$ cat src/sv/gtp_pkg.sv
// ----------------------------------------------------------------------------
// gtp_pkg
// Shared types and constants of the Goertzel tone power block.
// ----------------------------------------------------------------------------
package gtp_pkg;

	localparam int STATE_WIDTH  = 32;
	localparam int COEF_WIDTH   = 11;
	localparam int SAMPLE_WIDTH = 16;
	localparam int POWER_WIDTH  = 32;
	localparam int PROD_WIDTH   = 2 * STATE_WIDTH;
	localparam int CPROD_WIDTH  = COEF_WIDTH + STATE_WIDTH;
	localparam int PADDR_WIDTH  = 3;
	localparam int PDATA_WIDTH  = 32;

	// register index, taken from paddr[2]
	localparam logic REG_COEF = 1'b0;

	// action codes carried on tuser
	localparam logic ACT_SAMPLE = 1'b0;
	localparam logic ACT_CLEAR  = 1'b1;

	typedef struct packed {
		logic                           action;
		logic signed [SAMPLE_WIDTH-1:0] sample;
	} item_t;

	// queue head as seen by the back end
	typedef struct packed {
		logic  valid;
		item_t item;
	} q_word_t;

	typedef enum logic [2:0] {
		BK_IDLE,
		BK_REC,
		BK_UPD,
		BK_PW1,
		BK_PW2,
		BK_OUT
	} back_state_t;

endpackage

$ cat src/sv/gtp_front.sv
// ----------------------------------------------------------------------------
// gtp_front
// Input side: accepts words and classifies them into a two-entry queue.
// ----------------------------------------------------------------------------
module gtp_front
	import gtp_pkg::*;
(
	input  logic                    clk,
	input  logic                    arst_n,
	input  logic                    s_tvalid,
	output logic                    s_tready,
	input  logic [SAMPLE_WIDTH-1:0] s_tdata,  // [15:0] sample
	input  logic                    s_tuser,  // [0] action
	output q_word_t                 q_word,
	input  logic                    q_take
);

	item_t      entry_q [2];
	logic       wr_ptr_q;
	logic       rd_ptr_q;
	logic [1:0] count_q;
	logic       push;
	logic       pop;
	item_t      in_item;

	assign s_tready = (count_q != 2'd2);
	assign push     = s_tvalid && s_tready;
	assign pop      = q_take && (count_q != 2'd0);

	always_comb begin
		in_item.action = (s_tuser == ACT_CLEAR) ? ACT_CLEAR : ACT_SAMPLE;
		// sample is don't-care on clear; zero it so the back end sees a clean word
		in_item.sample = (s_tuser == ACT_CLEAR) ? '0 : $signed(s_tdata);
	end

	always_ff @(posedge clk) begin
		if (push) begin
			entry_q[wr_ptr_q] <= in_item;
		end
	end

	always_ff @(posedge clk or negedge arst_n) begin
		if (!arst_n) begin
			wr_ptr_q <= 1'b0;
			rd_ptr_q <= 1'b0;
			count_q  <= 2'd0;
		end else begin
			if (push) begin
				wr_ptr_q <= ~wr_ptr_q;
			end
			if (pop) begin
				rd_ptr_q <= ~rd_ptr_q;
			end
			case ({push, pop})
				2'b10:   count_q <= count_q + 2'd1;
				2'b01:   count_q <= count_q - 2'd1;
				default: count_q <= count_q;
			endcase
		end
	end

	assign q_word.valid = (count_q != 2'd0);
	assign q_word.item  = entry_q[rd_ptr_q];

endmodule

$ cat config.mk
export PLATFORM = sky130hd
export DESIGN_NAME = gtp_front
export DESIGN_NICKNAME = d
export VERILOG_FILES = /design/src/sv/gtp_pkg.sv /design/src/sv/gtp_front.sv
export SDC_FILE = /design/constraint.sdc
export NUM_CORES = 1
export LEC_CHECK = 0
export ABC_AREA = 0
export BUFFER_PORTS_ARGS = -buffer_cell sky130_fd_sc_hd__buf_2
export CAP_MARGIN = 40
export CORE_UTILIZATION = 40
export DETAILED_ROUTE_END_ITERATION = 10
export GPL_TIMING_DRIVEN = 1
export HOLD_SLACK_MARGIN = 0.05
export PLACE_DENSITY = 0.73
export SLEW_MARGIN = 20
export SYNTH_ARGS = -nofsm -noshare
export SYNTH_HDL_FRONTEND = slang
export SYNTH_SLANG_ARGS = --single-unit
$ cat constraint.sdc
create_clock -name clk -period 2.3 [get_ports clk]
set_input_delay 0.115 -clock clk [delete_from_list [all_inputs] [get_ports clk]]
set_output_delay 0.115 -clock clk [all_outputs]
set_load 0.05 [all_outputs]
==> results of run 1 <==
==> worst max-delay path by stage <==
stage                         end  slack, ns  cells after the start
floorplan           entry_q[0][0]        0.1                      3
global placement        q_word[0]       0.74                      2
detailed placement      q_word[0]       0.74                      2
CTS                     q_word[0]       0.43                      2
global route            q_word[0]       0.34                      2
finish                  q_word[0]       0.46                      2
==> layer usage <==
layer	vias up	part of all wire (%)	routed length [µm]
met3	4	4.2	103
met5	-	0	0
li1	405	-	-
met4	0	2.0	48
met1	401	40	977
met2	26	53	1300
==> cells in the final DEF (no fill, tap or decap) <==
cell type	Yosys	layout
and2_4	1	1
and2b_1	6	6
and3_1	1	1
buf_2	0	39
buf_4	0	2
clkbuf_1	1	1
clkbuf_8	0	5
clkinv_1	0	1
clkinv_2	0	1
dfrtp_1	4	4
dlygate4sd3_1	0	1
edfxtp_1	34	34
ha_1	1	1
mux2_2	17	17
nand2_1	1	1
nand2b_1	1	1
nor2_1	2	1
nor2_2	0	1
nor2b_1	10	10
or2_1	1	1
xnor2_1	3	3
xor2_1	2	2
==> what timing repair did <==
item / 4_1_cts / 5_1_grt
hold endpoints to repair: 4 / 0
hold buffers: 1 / 0
buffers inserted: 0 / 0
resized for setup: 0 / 0
==> logic make-up (layout without fill, tap and decap cells) <==
kind of cell | Yosys count | after routing | share of synthesized area [%]
xor gates and xnor gates | 5 | 5 | 2.84
DFF | 38 | 38 | 72.7
muxes | 17 | 17 | 12.4
and+or+nand+nor | 23 | 23 | 9.50
adders and majority gates | 1 | 1 | 0.812
buffers and inverters | 3 | 50 | 1.70
==> sequential cells by signal (all words and copies together) (netlist names) <==
signal    cells
rd_ptr_q      1
entry_q      34
count_q       2
wr_ptr_q      1
==> where the power goes <==
group | switching [mW] | leakage (nW) | internal [mW]
logic | 0.789 | 0.335 | 0.354
clock network | 0.203 | 0.0426 | 0.208
registers | 0.114 | 0.369 | 0.959
==> Yosys cell counts, drive strengths merged <==
cell type and number:
edfxtp 34, dfrtp 4, and2 1, and3 1, nand2 1, xnor2 3
nand2b 1, nor2 2, xor2 2, clkbuf 1, ha 1, or2 1
and2b 6, nor2b 10, mux2 17, buf 2
==> layout make-up <==
class	count	area (µm²)	area share, %
Timing Repair Buffer	42	220	11.7
Clock buffer	6	72.6	3.86
Multi-Input combinational cell	46	397	21.1
Sequential cell	38	1120	59.7
Clock inverter	2	8.76	0.466
Tap cell	48	60.1	3.20
==> worst max-delay path: cells and delay by family (launching register included) <==
family   cells  cell delay (ns)
mux          1             0.42
flops        1             0.81
buf+inv      1             0.21
==> qor.yml, run 1 <==
outcome:
  outcome: "finished, final reports clean"
hold_path:
  min_from: "q_take"
  min_to: "rd_ptr_q"
  hold_path_class: "in -> reg"
  holdPathStages: 3
cts:
  cts_buffers: 5
  cts_sinks: 38
  h-tree-depth: 2
  clockBufferDepth: 2
  tritoncts: "built"
  clock_latency_ns: 0.27
  clk_pin_slew_ns: 0.07
  cts_root_buffer: "clkbuf_8"
power:
  ir_drop_v: 0.000636
  leakage_nw: 0.747
  finalPower_mw: 2.63
  cellPowerDensity_nw_per_um2: 1400
floorplan:
  ios: 40
  die_area_um2: 4110
  fp.dieW_um: 64.1
  die_y_um: 64.1
  core_um2: 3690
  start_util_pct: 41.8
  rows: 22
grt:
  grt_pass1_vias: 923
  use_met2_pct: 23.8
  grt_max_degree: 19
  grt_util_met1_pct: 14.3
  grt_pass1_wl_um: 4010
  grt.met3_usage_pct: 5.54
  busiest_layer: "met2"
  antenna_found_initial: 0
  grt_util_all_layers_pct: 13.8
  gr-total-overflow: 0
setup_path:
  reg2reg_to: "count_q[1]"
  cp.arrival_ns: 1.72
  reg2reg_from: "count_q[0]"
  crit_slowest_cell: "dfrtp_1"
  reg2regPathDepth: 5
  start_kind: "flip-flop"
  crit_start: "rd_ptr_q"
  slowest_delay_ns: 0.81
  r2r_slack_ns: 0.79
  critical_path_class: "reg -> out"
  cp.required_ns: 2.18
  cp_cell_sequence: "mux2_2 -> buf_2"
  cp-end-kind: "output port"
  crit_fanout: 18
timing:
  slew_headroom_pct: 51.8
  timing.setup.tns_ns: 0
  max_freq_mhz: 544
  rsz0062_at_grt: "false"
  drv_slew: 0
  setup_viol: 0
  tightest_slew_ns: 0.723
  fin_hold_ws_ns: 0.143
  hold_violations: 0
  worst_clock_skew_ns: 0.00250
  finalCritPeriodShare_pct: 79.9
  period_minus_slack_ns: 1.84
  fin_ws_ns: 0.462
route:
  drt_iter0_drc: 22
  vias_per_cell: 4.59
  wl_per_cell_um: 13.3
  vias: 836
  drtPass1Iterations: 4
  ant_nets: 0
  wirelength_um: 2430
  drc: 0
finish:
  layout-drive-gt1-share_pct: 49.3
  diodes: 0
  fin_cells: 182
  fillers: 343
  nets: 155
  utilization_pct: 50.9
  syn_to_final_growth_pct: 21.9
  final_design_area_no_fill_um2: 1880
synthesis:
  yosysTopAreaCell: "edfxtp_1"
  synth_seq_cells: 38
  syn_inst: 87
  avgSynthCellArea_um2: 17.7
  synth.area.top_cells: "edfxtp_1 (66%), mux2_2 (12%), dfrtp_1 (6.5%)"
  syn-num-nets: 109
  ys_warn_count: 0
  yosysUniqueCellTypes: 16
  yosysTopAreaCellShare_pct: 66.2
  syn_area_um2: 1540
  ys_seq_area_share_pct: 72.7
placed_design:
  dpl.hpwl_um: 1680
  port_buffers: 39
  place_inst: 173
  pre_cts_slack_ns: 0.741
  place_area_um2: 1790
  routabilityCongestion: 0.731
flow_run:
  max_cap_violations: 0
No activity file was read; power rests on OpenSTA's default activity.
==> run 2: changes to the inputs <==
Clock period 2.3 ns to 1.9 ns, I/O delays scaled along.
==> run 2 against run 1 <==
Net effect: non-clock buffer count unchanged; global-route usage fell by 0.53 points; design area up 1.7%; largest cell class unchanged; sequential power up 17%; via count increased by 1.1%; first-iteration DRC count unchanged; cell count unchanged; utilization increased by 0.88 points; clock-buffer cell count fell by 1; clock skew rose by 0.0019 ns.
==> qor.yml, run 2 (same netlist as run 1, synthesis figures left out) <==
grt:
  gr-total-overflow: 0
  grt_pass1_vias: 889
  grt_util_all_layers_pct: 13.3
  grt_max_degree: 19
  antenna_found_initial: 0
  grt_pass1_wl_um: 4000
finish:
  layout-drive-gt1-share_pct: 50.7
  top_register: "entry_q"
  nets: 155
  diodes: 0
  layout_commonest_cell: "buf_2"
  largest_reg_flops: 34
  layout_common_cells: "buf_2 (39), edfxtp_1 (34), mux2_2 (17)"
  top_regs: "entry_q: 34 flops, count_q: 2 flops"
  fillers: 334
  syn_to_final_growth_pct: 24.0
route:
  wirelength_um: 2450
  drtPass1Iterations: 3
  drc: 0
  wl_per_cell_um: 13.5
  vias: 845
  vias_per_cell: 4.64
  drt_iter0_drc: 22
  ant_nets: 0
setup_path:
  critical_path_class: "reg -> out"
  crit_start: "rd_ptr_q"
  crit_fanout: 17
  reg2reg_from: "count_q[0]"
  cp.arrival_ns: 1.49
  reg2regPathDepth: 5
  cp.required_ns: 1.80
  worstSetupEndpoint: "q_word[16]"
  r2r_slack_ns: 0.35
  start_kind: "flip-flop"
  cp-end-kind: "output port"
  reg2reg_to: "count_q[1]"
floorplan:
  fp.dieW_um: 64.1
  die_area_um2: 4110
  ios: 40
  core_um2: 3690
  die_y_um: 64.1
  rows: 22
  start_util_pct: 41.8
power:
  seqPwrFrac_pct: 37.2
  pwr-share-comb_pct: 43.6
  switching_share_pct: 40.8
  p_clk_share_pct: 19.2
  p_sw_mw: 1.37
  p_int_mw: 1.98
  finalPower_mw: 3.35
  ir_drop_v: 0.00106
  cellPowerDensity_nw_per_um2: 1750
  leakage_nw: 0.762
timing:
  finalCritPeriodShare_pct: 83.4
  worst_clock_skew_ns: 0.00439
  rsz0062_at_grt: "false"
  drv_slew: 0
  tightest_slew_ns: 0.490
  hold_violations: 0
  setup_viol: 0
  slew_headroom_pct: 67.3
  max_freq_mhz: 631
  period_minus_slack_ns: 1.58
  timing.setup.tns_ns: 0
cts:
  h-tree-depth: 2
  post_cts.repair.setup_buffers: 0
  cts_root_buffer: "clkbuf_8"
  clock_latency_ns: 0.28
  clockBufferDepth: 2
  cts_sinks: 38
  tritoncts: "built"
  clk_pin_slew_ns: 0.07
  cts_buffers: 5
hold_path:
  hold_path_class: "in -> reg"
  holdPathStages: 3
flow_run:
  max_cap_violations: 0
outcome:
  outcome: "finished, final reports clean"
placed_design:
  port_buffers: 39
  dpl.hpwl_um: 1650
  routabilityCongestion: 0.638
==> run 2: cell count changes in the layout (fill, tap and decap cells not counted) <==
cell       previous run  this run
clkbuf_1              1         0
clkinv_2              1         2
nor2_4                0         1
nor2_2                1         0
bufinv_16             0         1
clkinv_1              1         0
==> run 2: critical path: stages (launching register included) <==
cell and delay, ns:
dfrtp_1 0.36, buf_4 0.26, mux2_2 0.37, buf_2 0.21
==> run 2: timing repair <==
action                                 in CTS  in global routing
endpoints found under the hold margin       4                  0
hold buffers                                1                  0
setup endpoints to repair                   0                  0
gates resized for setup                     0                  0
==> run 2: final cells by class <==
| class | instances | area (µm²) | share of cell area [%] |
|---|---|---|---|
| clock inverters | 3 | 40.0 | 2.09 |
| flip-flops and latches | 38 | 1120 | 58.6 |
| repair buffers | 42 | 220 | 11.5 |
| well taps | 48 | 60.1 | 3.14 |
| clock buffers | 5 | 68.8 | 3.60 |
| multi-input cells | 46 | 402 | 21.0 |
==> run 2: per-layer routing <==
| layer | wire, µm | vias to the layer above | share of wire [%] | global-route usage, % |
|---|---|---|---|---|
| met2 | 1320 | 25 | 54 | 22.7 |
| met1 | 1010 | 411 | 41 | 15.7 |
| met3 | 107 | 2 | 4.4 | 3.93 |
| met4 | 8 | 0 | 0.33 | 5.11 |
| met5 | 0 | - | 0 | 0 |
| li1 | - | 407 | - | - |
==> run 2: power groups by stage <==
stage	Sequential (mW)	Combinational, mW	Clock [mW]
3_5_place_dp	1.26	1.48	0
5_1_grt	1.27	1.54	0.690
6_report	1.25	1.46	0.642
3_3_place_gp	1.25	1.45	0
4_1_cts	1.25	1.48	0.663
2_1_floorplan	1.24	1.22	0
==> run 2: metrics by stage <==
step | setup WS (ns) | area (µm²) | hold WS (ns) | util (%) | instances
detailed placement | 0.361 | 1790 | -0.0946 | 48.6 | 173
CTS | 0.287 | 1910 | 0.111 | 51.8 | 182
global placement | 0.443 | 1790 | -0.0987 | 48.6 | 173
finish | 0.315 | 1910 | 0.121 | 51.8 | 182
global route | 0.220 | 1910 | 0.123 | 51.8 | 182
floorplan | 0.0835 | 1550 | -0.201 | - | 87
==> run 2: worst min path at each step <==
| stage | from | end | slack [ns] |
|---|---|---|---|
| floorplan | arst_n | count_q[0] | -0.20 |
| global placement | arst_n | count_q[0] | -0.1 |
| detailed placement | arst_n | rd_ptr_q | -0.09 |
| CTS | q_take | rd_ptr_q | 0.11 |
| global route | s_tdata[14] | entry_q[1][14] | 0.12 |
| finish | q_take | rd_ptr_q | 0.12 |
==> run 3: changes to the inputs <==
Settings changed: ABC_AREA 0 to 1, PLACE_DENSITY 0.73 to 0.75.
Clock period 1.9 ns to 1.4 ns, I/O delays scaled along.
==> run 3 against run 2 <==
Net effect: clock-buffer cell count up 1; utilization up 3.2 points; register-to-register slack worse by 0.28 ns; sequential power up 35%; synthesized cell count up 75%.
==> qor.yml, run 3 <==
route:
  vias: 1093
  drt_iter0_drc: 12
  wl_met1_um: 1150
  drc: 0
  dr_wl_met2_um: 1330
  wirelength_um: 2690
  drtPass1Iterations: 4
  vias_per_cell: 4.32
  ant_nets: 0
  top_layer_used: "met4"
  wl_met3_um: 141
  wl_per_cell_um: 10.6
finish:
  layout-drive-gt1-share_pct: 33.2
  layout_commonest_cell: "nand2_1"
  diodes: 0
  nets: 226
  regArea_um2: 1120
  syn_to_final_growth_pct: 27.9
  utilization_pct: 55.0
  largest_reg_flops: 34
  top_register: "entry_q"
  top_regs: "entry_q: 34 flops, count_q: 2 flops"
  multi_input_area_um2: 407
  layout_common_cells: "nand2_1 (56), edfxtp_1 (34), buf_2 (27)"
  fillers: 344
setup_path:
  crit_path_frequent_cell: "nand2_1"
  crit_family: "flip-flops"
  cp.arrival_ns: 1.51
  path_buf_inv: 3
  crit_slowest_cell: "dfrtp_1"
  start_kind: "flip-flop"
  crit_fanout: 3
  cp-end-kind: "flip-flop"
  cp.required_ns: 1.58
  critical_path_class: "reg -> reg"
  cp_cell_sequence: "inv_2 -> nand2_8 -> nand2_1 -> inv_1 -> ha_4 -> inv_2 -> nand3_1 -> nand2_1 -> nand2_1"
  slowest_delay_ns: 0.39
grt:
  gr-total-overflow: 0
  grt_util_all_layers_pct: 13.6
  grt_pass1_vias: 881
  grt_pass1_wl_um: 4040
  grt_max_degree: 19
  antenna_found_initial: 0
synthesis:
  synth_edf_count: 34
  syn_area_um2: 1630
  yosysTopAreaCell: "edfxtp_1"
  ys_seq_area_share_pct: 68.6
  yosysMostFrequentCell: "nand2_1"
  yosysUniqueCellTypes: 18
  syn-num-nets: 174
  synth_seq_cells: 38
  ys_warn_count: 0
  avgSynthCellArea_um2: 10.8
  synthFlopType: "edfxtp_1"
  synth.area.top_cells: "edfxtp_1 (62%), nand2_1 (13%), dfrtp_1 (6.1%)"
  async_reset_ff_share_pct: 10.5
  yosysTopAreaCellShare_pct: 62.5
  synth_common_cells: "nand2_1 (56), edfxtp_1 (34), inv_1 (21)"
  syn_inst: 152
timing:
  setup_viol: 0
  slew_headroom_pct: 76.7
  rsz0062_at_grt: "true"
  max_freq_mhz: 751
  worst_clock_skew_ns: 0.00267
  finalCritPeriodShare_pct: 95.1
  period_minus_slack_ns: 1.33
  drv_slew: 0
  fin_hold_ws_ns: 0.0528
  hold_violations: 0
  tightest_slew_ns: 0.349
cts:
  clock_latency_ns: 0.28
  clk_pin_slew_ns: 0.07
  h-tree-depth: 2
  clockBufferDepth: 2
  tritoncts: "built"
  cts_sinks: 38
  cts_buffers: 5
  cts_root_buffer: "clkbuf_8"
power:
  ir_drop_v: 0.00130
  p_clk_share_pct: 14.1
  cellPowerDensity_nw_per_um2: 2380
  leakage_nw: 0.995
  p_int_mw: 2.68
  switching_share_pct: 46.1
  p_sw_mw: 2.29
  seqPwrFrac_pct: 34.0
  pwr-share-comb_pct: 51.9
flow_run:
  max_cap_violations: 0
hold_path:
  hold_path_class: "in -> reg"
placed_design:
  dpl.hpwl_um: 1840
  port_buffers: 39
  routabilityCongestion: 0.818
floorplan:
  die_area_um2: 4340
  core_um2: 3800
  fp.dieW_um: 65.9
  rows: 22
  ios: 40
  start_util_pct: 43.0
  die_y_um: 65.9
outcome:
  outcome: "finished, final reports clean"
## run 3: cell count changes in the layout (fill, tap and decap cells not counted), moves of 3 or more
cell and change:
mux2_2 -17, nand2_1 +55, inv_1 +19, and2b_1 -6, clkbuf_4 +10, buf_2 -12
nor2b_1 -10, nor2_1 +16, buf_4 +8, inv_2 +3
## run 3: path summary, 6_finish.rpt
path | start | endpoint | slack (ns) | cells after the start
max reg2reg | count_q[0] | count_q[1] | 0.07 | 9
min in group asynchronous | arst_n | count_q[0] | 0.12 | 2
max in group asynchronous | arst_n | rd_ptr_q | 1.15 | 2
min reg2reg | count_q[0] | count_q[0] | 0.58 | 2
max | count_q[0] | count_q[1] | 0.07 | 9
min | q_take | rd_ptr_q | 0.05 | 3
## run 3: timing repair
item                                    4_1_cts  5_1_grt
endpoints found under the setup margin       17       11
endpoints found under the hold margin         4        0
pin swaps                                     0        0
setup buffers                                 1        1
hold buffers                                  1        0
resized for setup                             4       12
## run 3: routing by layer
| layer | global-route usage (%) | vias to the layer above |
|---|---|---|
| li1 | - | 577 |
| met1 | 15.8 | 476 |
| met2 | 20.3 | 33 |
| met3 | 5.52 | 7 |
| met4 | 9.51 | 0 |
| met5 | 0 | - |
## run 3: power groups by stage
| stage | registers [mW] | logic, mW | clock network (mW) |
|---|---|---|---|
| CTS | 1.70 | 2.47 | 0.714 |
| floorplan | 1.69 | 1.89 | 0 |
| global route | 1.72 | 2.76 | 0.769 |
| detailed placement | 1.72 | 2.42 | 0 |
| global placement | 1.72 | 2.38 | 0 |
| finish | 1.69 | 2.58 | 0.701 |
## run 3: per-stage QoR
stage / TNS [ns] / cell area [µm²] / worst slack [ns] / total power, mW / instances
after detailed placement: -0.00772 / 1940 / -0.00772 / 4.14 / 242
after global placement: 0 / 1940 / 0.0461 / 4.10 / 242
after global routing: -0.0231 / 2090 / -0.0195 / 5.25 / 253
after floorplan: 0 / 1660 / 0.00289 / 3.58 / 152
final: 0 / 2090 / 0.0691 / 4.98 / 253
after CTS: 0 / 2040 / 0.00409 / 4.89 / 252
## run 3: final cells by class
cell class                      instances  share of cell area (%)
Clock buffer                            6                    3.47
Tap cell                               48                    2.87
Clock inverter                          2                   0.419
Multi-Input combinational cell         86                    19.4
Timing Repair Buffer                   50                    15.6
Sequential cell                        38                    53.7
Inverter                               23                    4.49
## run 3: logic make-up (layout without fill, tap and decap cells)
logic type,Yosys count,in the layout,share of synthesized area [%]
buf+inv,28,81,8.58
fa+ha+maj,1,1,0.766
xor+xnor,1,1,0.536
compound gates,1,1,0.306
flops,38,38,68.6
simple gates,83,83,21.2
## run 3: tightest hold or removal path, cell delays in order
cell and delay (ns):
buf_2 0.09, nand3_1 0.07, nand2_1 0.07
